File: src/rtl/core/multi_slot_software_timer_bank_defines.svh
// Assertion helpers used by the timer bank RTL.
`ifndef MULTI_SLOT_SOFTWARE_TIMER_BANK_DEFINES_SVH
`define MULTI_SLOT_SOFTWARE_TIMER_BANK_DEFINES_SVH

// same-cycle implication, checked out of reset
`define MSTB_ASSERT_NOW(label, clk, rst_n, ante, cons, msg) \
  label: assert property (@(posedge clk) disable iff (!rst_n) (ante) |-> (cons)) \
    else $error(msg);

// next-cycle implication, checked out of reset
`define MSTB_ASSERT_NEXT(label, clk, rst_n, ante, cons, msg) \
  label: assert property (@(posedge clk) disable iff (!rst_n) (ante) |=> (cons)) \
    else $error(msg);

`endif

File: src/rtl/core/mstb_pkg.sv
package mstb_pkg;

  typedef enum logic [1:0] {
    MODE_TICK   = 2'd0,
    MODE_CREATE = 2'd1,
    MODE_DELETE = 2'd2,
    MODE_NONE   = 2'd3
  } tmr_mode_t;

  typedef enum logic [1:0] {
    STAT_OK       = 2'd0,
    STAT_NO_SLOT  = 2'd1,
    STAT_BAD_SLOT = 2'd2
  } tmr_status_t;

  localparam int unsigned TickW   = 16;
  localparam int unsigned SlotW   = 4;
  localparam int unsigned IdxW    = 8;
  localparam int unsigned MaskW   = 16;
  localparam int unsigned LimitRst = 100;

  // command travelling down the row of slot cells
  typedef struct packed {
    logic               vld;
    tmr_mode_t          mode;
    logic [TickW-1:0]   tick;     // tick count after this beat
    logic [TickW-1:0]   expiry;   // expiry for a new slot
    logic [TickW-1:0]   period;   // period for a new slot, 0 for one-shot
    logic [IdxW-1:0]    del_idx;
    logic               bad;      // delete index out of range
    logic               claimed;
    logic [SlotW-1:0]   slot;
    logic [MaskW-1:0]   fired;
  } tok_t;

endpackage

File: src/rtl/core/multi_slot_software_timer_bank.sv
// An accepted beat is registered in the injection register, walks the row of
// NUM_SLOTS slot cells one cell per cycle and is latched into the output register.
// Only one command is in the row; the next beat is taken the cycle after a command
// leaves the row, unless its result must be parked because the output is stalled.
// A result may wait in the output register while the next beat walks; a second
// finished result is held aside and blocks the input until the output drains.
`include "multi_slot_software_timer_bank_defines.svh"

module multi_slot_software_timer_bank #(
  parameter int unsigned NUM_SLOTS = 16
) (
  input  logic        clk,
  input  logic        rst_n,
  // in_tdata: [15:0] timeout_ticks, [16] periodic_flag, [24:17] slot_index
  input  logic [31:0] in_tdata,
  // in_tuser: [1:0] mode
  input  logic [1:0]  in_tuser,
  input  logic        in_tvalid,
  output logic        in_tready,
  // out_tdata: [3:0] slot_out, [19:4] fired_mask
  output logic [23:0] out_tdata,
  // out_tuser: [1:0] status
  output logic [1:0]  out_tuser,
  output logic        out_tvalid,
  input  logic        out_tready,
  input  logic [15:0] cfg_data,
  input  logic        cfg_valid,
  output logic        cfg_ready
);
  import mstb_pkg::*;

  logic [TickW-1:0] limit_r;
  logic [TickW-1:0] tick_r, tick_nxt;
  logic             busy_r, busy_nxt;
  tok_t             inj_r, inj_nxt;
  tok_t             chain_w [NUM_SLOTS+1];
  logic [NUM_SLOTS-1:0] chain_vld;
  tok_t             exit_w;
  tmr_status_t      exit_status;
  logic             out_free;
  logic             out_vld_r, out_vld_nxt;
  tmr_status_t      status_r, status_nxt;
  logic [SlotW-1:0] slot_r, slot_nxt;
  logic [MaskW-1:0] fired_r, fired_nxt;
  logic             pend_vld_r, pend_vld_nxt;
  tmr_status_t      pend_status_r, pend_status_nxt;
  logic [SlotW-1:0] pend_slot_r, pend_slot_nxt;
  logic [MaskW-1:0] pend_fired_r, pend_fired_nxt;

  logic             in_acc;
  tmr_mode_t        in_mode;
  logic [TickW-1:0] in_timeout;
  logic             in_periodic;
  logic [IdxW-1:0]  in_idx;
  logic [TickW-1:0] delay;

  assign cfg_ready   = 1'b1;
  assign in_mode     = tmr_mode_t'(in_tuser);
  assign in_timeout  = in_tdata[15:0];
  assign in_periodic = in_tdata[16];
  assign in_idx      = in_tdata[24:17];

  assign in_tready = !busy_r;
  assign in_acc    = in_tvalid && in_tready;
  assign out_free  = !out_vld_r || out_tready;

  // delay to first expiry; zero and short periodic timeouts collapse to one tick
  always_comb begin
    if (in_periodic && (in_timeout < limit_r)) begin
      delay = TickW'(1);
    end else if (in_timeout == '0) begin
      delay = TickW'(1);
    end else begin
      delay = in_timeout;
    end
  end

  always_comb begin
    tick_nxt = tick_r;
    inj_nxt  = '0;
    if (in_acc) begin
      inj_nxt.vld     = 1'b1;
      inj_nxt.mode    = in_mode;
      inj_nxt.tick    = tick_r + TickW'(1);
      inj_nxt.expiry  = tick_r + delay;
      inj_nxt.period  = in_periodic ? delay : '0;
      inj_nxt.del_idx = in_idx;
      inj_nxt.bad     = (in_mode == MODE_DELETE) && (in_idx >= IdxW'(NUM_SLOTS));
      if (in_mode == MODE_TICK) begin
        tick_nxt = tick_r + TickW'(1);
      end
    end
  end

  assign chain_w[0] = inj_r;

  for (genvar g = 0; g < NUM_SLOTS; g++) begin : g_cell
    mstb_cell #(
      .CELL_IDX(g)
    ) u_cell (
      .clk  (clk),
      .rst_n(rst_n),
      .tok_i(chain_w[g]),
      .tok_o(chain_w[g+1])
    );
    assign chain_vld[g] = chain_w[g+1].vld;
  end

  assign exit_w = chain_w[NUM_SLOTS];

  always_comb begin
    priority if ((exit_w.mode == MODE_CREATE) && !exit_w.claimed) begin
      exit_status = STAT_NO_SLOT;
    end else if (exit_w.bad) begin
      exit_status = STAT_BAD_SLOT;
    end else begin
      exit_status = STAT_OK;
    end
  end

  always_comb begin
    busy_nxt        = busy_r;
    out_vld_nxt     = out_vld_r;
    status_nxt      = status_r;
    slot_nxt        = slot_r;
    fired_nxt       = fired_r;
    pend_vld_nxt    = pend_vld_r;
    pend_status_nxt = pend_status_r;
    pend_slot_nxt   = pend_slot_r;
    pend_fired_nxt  = pend_fired_r;
    if (out_vld_r && out_tready) begin
      out_vld_nxt = 1'b0;
    end
    if (in_acc) begin
      busy_nxt = 1'b1;
    end
    if (pend_vld_r && out_free) begin
      busy_nxt     = 1'b0;
      pend_vld_nxt = 1'b0;
      out_vld_nxt  = 1'b1;
      status_nxt   = pend_status_r;
      slot_nxt     = pend_slot_r;
      fired_nxt    = pend_fired_r;
    end
    if (exit_w.vld) begin
      if (out_free) begin
        busy_nxt    = 1'b0;
        out_vld_nxt = 1'b1;
        status_nxt  = exit_status;
        slot_nxt    = exit_w.slot;
        fired_nxt   = exit_w.fired;
      end else begin
        // output still stalled: park the result, keep the input closed
        pend_vld_nxt    = 1'b1;
        pend_status_nxt = exit_status;
        pend_slot_nxt   = exit_w.slot;
        pend_fired_nxt  = exit_w.fired;
      end
    end
  end

  always_ff @(posedge clk) begin
    if (!rst_n) begin
      limit_r    <= TickW'(LimitRst);
      tick_r     <= '0;
      busy_r     <= 1'b0;
      inj_r      <= '0;
      out_vld_r  <= 1'b0;
      pend_vld_r <= 1'b0;
    end else begin
      if (cfg_valid && cfg_ready) begin
        limit_r <= cfg_data;
      end
      tick_r     <= tick_nxt;
      busy_r     <= busy_nxt;
      inj_r      <= inj_nxt;
      out_vld_r  <= out_vld_nxt;
      pend_vld_r <= pend_vld_nxt;
    end
  end

  always_ff @(posedge clk) begin
    status_r      <= status_nxt;
    slot_r        <= slot_nxt;
    fired_r       <= fired_nxt;
    pend_status_r <= pend_status_nxt;
    pend_slot_r   <= pend_slot_nxt;
    pend_fired_r  <= pend_fired_nxt;
  end

  assign out_tvalid = out_vld_r;
  assign out_tuser  = status_r;
  assign out_tdata  = {4'd0, fired_r, slot_r};

  `MSTB_ASSERT_NEXT(a_acc_busy, clk, rst_n, in_acc, busy_r && inj_r.vld, "accept did not start a walk")
  `MSTB_ASSERT_NOW(a_one_cmd, clk, rst_n, 1'b1, $onehot0({chain_vld, inj_r.vld}), "more than one command in the row")
  `MSTB_ASSERT_NOW(a_exit_busy, clk, rst_n, exit_w.vld, busy_r && !pend_vld_r, "command left the row with nowhere to go")
  `MSTB_ASSERT_NEXT(a_exit_done, clk, rst_n, exit_w.vld, out_vld_r, "result not latched after walk")
  `MSTB_ASSERT_NOW(a_pend_stall, clk, rst_n, pend_vld_r, !in_tready, "input open while a result is parked")

endmodule

File: src/rtl/core/mstb_cell.sv
module mstb_cell #(
  parameter int unsigned CELL_IDX = 0
) (
  input  logic          clk,
  input  logic          rst_n,
  input  mstb_pkg::tok_t tok_i,
  output mstb_pkg::tok_t tok_o
);
  import mstb_pkg::*;

  localparam logic [MaskW-1:0] FIRE_BIT =
    (CELL_IDX < MaskW) ? (MaskW'(1) << CELL_IDX) : '0;

  logic             active_r, active_nxt;
  logic [TickW-1:0] expiry_r, expiry_nxt;
  logic [TickW-1:0] period_r, period_nxt;
  tok_t             tok_r, tok_nxt;

  always_comb begin
    active_nxt = active_r;
    expiry_nxt = expiry_r;
    period_nxt = period_r;
    tok_nxt    = tok_i;
    if (tok_i.vld) begin
      unique case (tok_i.mode)
        MODE_TICK: begin
          if (active_r && (expiry_r == tok_i.tick)) begin
            tok_nxt.fired = tok_i.fired | FIRE_BIT;
            if (period_r != '0) begin
              expiry_nxt = expiry_r + period_r;
            end else begin
              active_nxt = 1'b0;
            end
          end
        end
        MODE_CREATE: begin
          // first free cell along the row takes the request
          if (!tok_i.claimed && !active_r) begin
            active_nxt      = 1'b1;
            expiry_nxt      = tok_i.expiry;
            period_nxt      = tok_i.period;
            tok_nxt.claimed = 1'b1;
            tok_nxt.slot    = SlotW'(CELL_IDX);
          end
        end
        MODE_DELETE: begin
          if (tok_i.del_idx == IdxW'(CELL_IDX)) begin
            active_nxt = 1'b0;
          end
        end
        default: begin
        end
      endcase
    end
  end

  always_ff @(posedge clk) begin
    if (!rst_n) begin
      active_r <= 1'b0;
      tok_r    <= '0;
    end else begin
      active_r <= active_nxt;
      tok_r    <= tok_nxt;
    end
  end

  always_ff @(posedge clk) begin
    expiry_r <= expiry_nxt;
    period_r <= period_nxt;
  end

  assign tok_o = tok_r;

endmodule
File: config.mk
export PLATFORM = sky130hd
export DESIGN_NAME = multi_slot_software_timer_bank
export DESIGN_NICKNAME = d
export VERILOG_FILES = /design/src/rtl/core/mstb_pkg.sv /design/src/rtl/core/multi_slot_software_timer_bank.sv /design/src/rtl/core/mstb_cell.sv
export VERILOG_INCLUDE_DIRS = /design/src /design/src/rtl/core
export SDC_FILE = /design/constraint.sdc
export NUM_CORES = 2
export LEC_CHECK = 0
export BUFFER_PORTS_ARGS = -buffer_cell sky130_fd_sc_hd__buf_2
export CORE_MARGIN = 1
export CORE_UTILIZATION = 30
export DETAILED_ROUTE_END_ITERATION = 10
export HOLD_SLACK_MARGIN = 0.15
export PLACE_DENSITY_LB_ADDON = 0.12
export SLEW_MARGIN = 20
export SYNTH_ARGS = -nofsm -noshare
export SYNTH_HDL_FRONTEND = slang
export SYNTH_SLANG_ARGS = --single-unit
export TNS_END_PERCENT = 100
File: constraint.sdc
create_clock -name clk -period 9.17 [get_ports clk]
set_clock_uncertainty 0.1 [all_clocks]
set_input_delay 1.834 -clock clk [delete_from_list [all_inputs] [get_ports clk]]
set_output_delay 1.834 -clock clk [all_outputs]
set_load 0.05 [all_outputs]
Yosys cells after proc, flatten, opt, wreduce, memory -nomap -nowiden
Index checks and enable logic that the tools add are counted.

storage, ports and cells
  word-level logic and storage cells = 833
  bits of input ports = 55
  bits in registers = 1912

operators by class
  eq/ne operators = 145
  $lt $le $gt $ge = 2
  add/subtract/negate cells = 18
  bitwise operators = 1
  reduce and logical (&&, ||, !) cells = 193
  multiplexer cells = 250

operators with widths
  cell                                                    count
  2-to-1 mux 16 bit                                       56
  one-hot mux 16 bit (2 select lines)                     16
  2-to-1 mux 21 bit                                       16
  adder 16 bit                                            17
  equality test 16 bit                                    16
  nonzero test 16 bit                                     16
  2-to-1 mux 5 bit                                        34
  inequality test 2 x 1 -> 1 bit (second input constant)  64
  AND reduction 6 bit                                     16
  AND reduction 5 bit                                     16
  2-to-1 mux 1 bit                                        77
  equality test 8 x 4 -> 1 bit (second input constant)    8
  2-to-1 mux 60 bit                                       1
  AND reduction 3 bit                                     17
  one-hot mux 1 bit (3 select lines)                      16
  nonzero test 3 bit                                      16
  logical AND 1 bit                                       38
  logical NOT 1 bit                                       35
  equality test 2 x 1 -> 1 bit (second input constant)    17
  equality test 2 bit (second input constant)             17
  logical NOT 2 bit                                       17
  equality test 8 x 3 -> 1 bit (second input constant)    4
  inequality test 2 bit (second input constant)           16
  nonzero test 2 bit                                      16
  23 further kinds                                        47

Logic depth before layout (Yosys ltp)
  depth in word-level cells = 6
  mapped depth = 17
  depth with buffers taken out = 17

Cells and area by module
Synthesis repeated with hierarchy kept, for this count alone.

unflattened totals
  cell total of the unflattened synthesis = 6705
  area total of the unflattened synthesis = 76591.0 um^2

by module, submodules not included
  module                              cells an instance  area each (um^2)  times used
  mstb_cell at g_cell[1].u_cell ...   379                4421.7            4
  mstb_cell at g_cell[5].u_cell ...   380                4426.7            3
  mstb_cell at g_cell[11].u_cell ...  380                4371.7            3
  multi_slot_software_timer_bank      625                6100.9            1
  mstb_cell at g_cell[3].u_cell       381                4426.7            1
  mstb_cell at g_cell[7].u_cell       380                4425.5            1
  mstb_cell at g_cell[10].u_cell      382                4416.7            1
  mstb_cell at g_cell[15].u_cell      380                4415.5            1
  mstb_cell at g_cell[12].u_cell      381                4364.2            1
  mstb_cell at g_cell[0].u_cell       380                4359.2            1

Worst setup path before layout
OpenSTA, ideal clock, no wires.

  kind = input to register
  from = input in_tdata[13]
  to = register inj_r (netlist bit chain_w[1357])
  path buffers = 1
  setup time = 0.128 ns
  required time = 8.942 ns
  arrival time = 4.661 ns
  slack = 4.281 ns
  stages = 15
  cells stage by stage = ha_1 a21oi_1 a2bb2oi_1 o2111a_1 o31a_1 clkbuf_1 nor2b_1 ha_1 a211oi_1 o21ai_0 a221oi_1 o41ai_2 xor2_1 xnor2_1 nor2_1

between the ends
  cells in the longest elaborated chain, start to end = 4
  elaborated cells between the ends (all ways) = 6
  those cells by class = add/sub: 1; order compare: 1; mux: 2; reduce/logical: 2

ends and longest elaborated chain
  element                                                           line                                                                        source
  start: declaration                                                multi_slot_software_timer_bank.sv:15                                        input logic [31:0] in_tdata,
  < comparator 16 bit / logical NOT 16 bit (equally long branches)  multi_slot_software_timer_bank.sv:69, multi_slot_software_timer_bank.sv:71
  logical AND 1 bit / 2-to-1 mux 16 bit (equally long branches)     multi_slot_software_timer_bank.sv:69, multi_slot_software_timer_bank.sv:71
  2-to-1 mux 16 bit (*)                                             multi_slot_software_timer_bank.sv:69                                        if (in_periodic && (in_timeout < limit_r)) begin
  named net delay[10]                                               multi_slot_software_timer_bank.sv:55                                        logic [TickW-1:0] delay;
  adder 16 bit (*)                                                  multi_slot_software_timer_bank.sv:85                                        inj_nxt.expiry = tick_r + delay;
  end signal: assignment                                            multi_slot_software_timer_bank.sv:176                                       inj_r <= inj_nxt;
  end: declaration                                                  multi_slot_software_timer_bank.sv:35                                        tok_t inj_r, inj_nxt;

Mark *: on every way through the listed nets, which the timed path passes. The rest lies on a longest branch.
A chain may end at the register's enable or synchronous reset.

Worst setup path after layout
  from = input in_tdata[13]
  to = register inj_r (netlist bit chain_w[1354])

Same word-level chain as after synthesis.

==> impl_results.md <==
* PortBufs at 71
* CP Class: in2reg
* Worst hold margin at 0.302 ns
* Total power at 16.3 mW
* Slew headroom at 27.1%
* Clk sink count at 1772
* Pre-CTS WS at 3.23 ns
* # IOs at 84
* Delay-heaviest family, CP: compound AO/OA/AOI/OAI gates
* Post-CTS setup buffers at 0
* Post-Route WL at 185000 µm
* Setup violations, final at 0
* DR WL/cell at 19.5 µm
* Post-synthesis sequential area ratio at 58.4%
* Max Freq at 194 MHz
* Hold buffer count at CTS at 0
* CTS Buf Count at 196
* CTS tree: done
* Top FF cell, synth: dfxtp_1
* Cell variety after synth at 88
* Crit end category: flop
* Iter 0 DRT Violations at 2575
* Number of synthesized flops with an enable pin at 534
* Worst hold stages at 0
* DRT antenna net count at 0
* Status: completed
* First-pass GRT wire length at 281000 µm
* Buffer type at the clock tree root: clkbuf_16
* Ys async rst share at 0%
* Drt drc at 0
* Via count at 44200
* Worst-case clock buffer depth at 3
* Slowest cell delay on critical path at 0.53 ns
* Vias per Instance at 4.63
* RSZ-0062 raised after global routing: false
* FF-to-FF Start: limit_r[13]$_SDFFE_PN0P_
* Number of global-route vias before repair at 44800
* Design area at 0.0804 mm²
* Largest net degree at the start of global routing at 247
* Synth Area in Simple Gates at 18.6%
* Setup crit start kind: input pin
* Post-DP Area at 0.0736 mm²
* Most common cell in the netlist: dfxtp_1
* WP data arrival at 5.75 ns
* Resize count post-CTS at 0
* R2R cell count at 17
* Gr ovfl total at 0
* Critical Path RT at 9.77 ns
* Worst R2R End: chain_w[1354]$_SDFF_PN0_
* Yosys top cell area share at 35.5%
* Cells after DPL at 9154
* Commonest cells post-synth: dfxtp_1, and2_1, edfxtp_1
* Hold Path End: g_cell[15].u_cell.period_r[14]$_DFFE_PP_
* Row cnt at 176
* Yosys warnings at 0
* Final #Nets at 6670
* Area Growth Syn to Fin at 15.0%
* Worst-path maximum fanout at 17
* Clock Latency Late Sink at 0.84 ns
* Final non-filler cell total at 9532
* Mapped cell area at 0.0699 mm²
* Fill cell count at 23100
* Pleak at 31.8 nW
* Gpl congestion at 0.865
* FF-to-FF setup slack at 4.80 ns
* Core area at 0.231 mm²
* Max cap viols at 0
* Syn Area/Cell at 11.2 µm²
* Mux cell area share after synthesis at 0.265%
* Die H at 485 µm
* Largest cells by area after synthesis: dfxtp_1, edfxtp_1, and2_1
* GR Util All Layers at 15.7%
* Peak VDD IR at 0.146 mV
* Die area at 0.235 mm²
* Post-Synth Adder-Cell Area at 5.34%
* Worst-path clk slew at 0.06 ns
* Die Wd at 485 µm
* Worst setup margin at 4.02 ns
* Final hold violations at 0
* Critical path's slowest cell: o31a_1
* Crit path buffers/inverters at 2
* H-tree levels at 4
* Combinational family with the most area after synthesis: simple AND/OR/NAND/NOR gates
* Layout Utilization at 34.8%
* Initial antenna violation count at 8
* Min-delay src: g_cell[14].u_cell.tok_o[44]$_SDFF_PN0_
* Actual slew at the worst max-slew pin at 1.09 ns
* PD cells at 202 mW/mm²
* Initial core utilization at 30.3%
* DP Wirelength at 139000 µm
* Cell breakdown of the critical path: buf_2 -> ha_1 -> a21oi_1 -> a2bb2oi_1 -> o2111a_1 -> o31a_1 -> a311o_1 -> ha_1 -> inv_1 -> fa_1 -> nor2b_1 -> o21ai_0 -> a21boi_1 -> o21ai_1 -> a21oi_1 -> o21ai_0 -> nor3b_1
* Tmin final at 5.15 ns
* Area leader, netlist: dfxtp_1
* Layout cells sized above 1 at 8.70%
* Period utilization at 56.2%
* Synth Area in Compound Gates at 9.55%
* Gate Count Post-Synth at 6235
* XOR/XNOR Fraction of Synth Area at 5.78%
* WP depth at 17
* Setup TNS at 0 ns
* Max-slew violation count at 0
* Yosys reg bits at 1772
* Hold crit path type: reg2reg
* Drt pass-1 iters at 6
[cell families (layout without fill, tap and decap cells)]
family / after synthesis / after routing
mux: 18 / 18
other cells: 2 / 8
compound gates: 1006 / 1006
flops: 1772 / 1772
xor+xnor: 461 / 461
simple gates: 2324 / 2324
buf+inv: 364 / 629
fa+ha+maj: 288 / 288
[cell usage in the layout (no fill, tap or decap), types with 33 or more instances in the layout]
| cell | netlist | routed |
|---|---|---|
| xor2_1 | 194 | 194 |
| nand2_1 | 222 | 222 |
| clkbuf_1 | 197 | 50 |
| o21ai_0 | 176 | 176 |
| buf_2 | 14 | 70 |
| a211oi_1 | 36 | 36 |
| a21o_1 | 98 | 98 |
| nand4_1 | 75 | 75 |
| nor2_1 | 407 | 399 |
| clkbuf_16 | 0 | 208 |
| xnor2_1 | 267 | 267 |
| dfxtp_1 | 1238 | 1238 |
| clkinv_2 | 0 | 35 |
| nand3_1 | 54 | 54 |
| a21oi_1 | 307 | 307 |
| a31oi_1 | 65 | 65 |
| inv_1 | 141 | 140 |
| nor4_1 | 100 | 100 |
| ha_1 | 271 | 271 |
| nand2b_1 | 53 | 53 |
| edfxtp_1 | 534 | 534 |
| and3_1 | 65 | 65 |
| o21a_1 | 39 | 39 |
| a311oi_1 | 33 | 33 |
| buf_4 | 5 | 40 |
| and2_1 | 1064 | 1064 |
| clkbuf_8 | 0 | 50 |
| o21ai_1 | 33 | 33 |
| nor3_1 | 87 | 82 |
| nor2b_1 | 78 | 72 |
[routing by layer]
metal  vias up  track usage (%)  share of wire, %
met1     21300             20.5                46
met3       254             2.47               3.6
met5         -                0             0.011
met2       720             26.5                48
met4         2             4.47               2.4
li1      21900                -                 -
[final cells by class]
| cell class | count | area, µm² | area share (%) |
|---|---|---|---|
| Antenna cell | 3 | 7.51 | 0.00934 |
| Clock buffer | 308 | 6080 | 7.57 |
| Clock inverter | 66 | 632 | 0.786 |
| Inverter | 141 | 532 | 0.662 |
| Multi-Input combinational cell | 4102 | 27800 | 34.6 |
| Sequential cell | 1772 | 40800 | 50.8 |
| Tap cell | 3026 | 3790 | 4.71 |
| Timing Repair Buffer | 114 | 712 | 0.886 |
[flip-flops by register name, indices dropped and copies added, names as in the netlist, 60 cells and up]
name and count:
g_cell.u_cell.period_r 256, g_cell.u_cell.expiry_r 256, chain_w 60, g_cell.u_cell.tok_o 1105
[worst reg2reg max path, stage by stage (launching register included)]
cell,delay (ns)
dfxtp_1,0.33
inv_1,0.05
ha_1,0.28
a21oi_1,0.15
a2bb2oi_1,0.25
o2111a_1,0.21
o31a_1,0.53
a311o_1,0.31
ha_1,0.25
inv_1,0.07
fa_1,0.37
nor2b_1,0.15
o21ai_0,0.14
a21boi_1,0.38
o21ai_1,0.17
a21oi_1,0.24
o21ai_0,0.10
nor3b_1,0.15
[power by group]
| part | internal [mW] | switching [mW] | leakage, nW |
|---|---|---|---|
| logic | 0.0544 | 0.132 | 13.1 |
| registers | 8.05 | 0.0182 | 15.4 |
| clock network | 4.72 | 3.29 | 3.32 |
| total | 12.8 | 3.44 | 31.8 |
[worst max path at each step]
stage / startpoint / endpoint / slack, ns
2_1_floorplan: in_tdata[13] / chain_w[1357]$_SDFF_PN0_ / 4.28
3_3_place_gp: in_tdata[13] / chain_w[1354]$_SDFF_PN0_ / 3.21
3_5_place_dp: in_tdata[13] / chain_w[1354]$_SDFF_PN0_ / 3.23
4_1_cts: in_tdata[13] / chain_w[1354]$_SDFF_PN0_ / 4.15
5_1_grt: in_tdata[13] / chain_w[1354]$_SDFF_PN0_ / 3.69
6_report: in_tdata[13] / chain_w[1354]$_SDFF_PN0_ / 4.02
No activity file was read; power rests on OpenSTA's default activity.
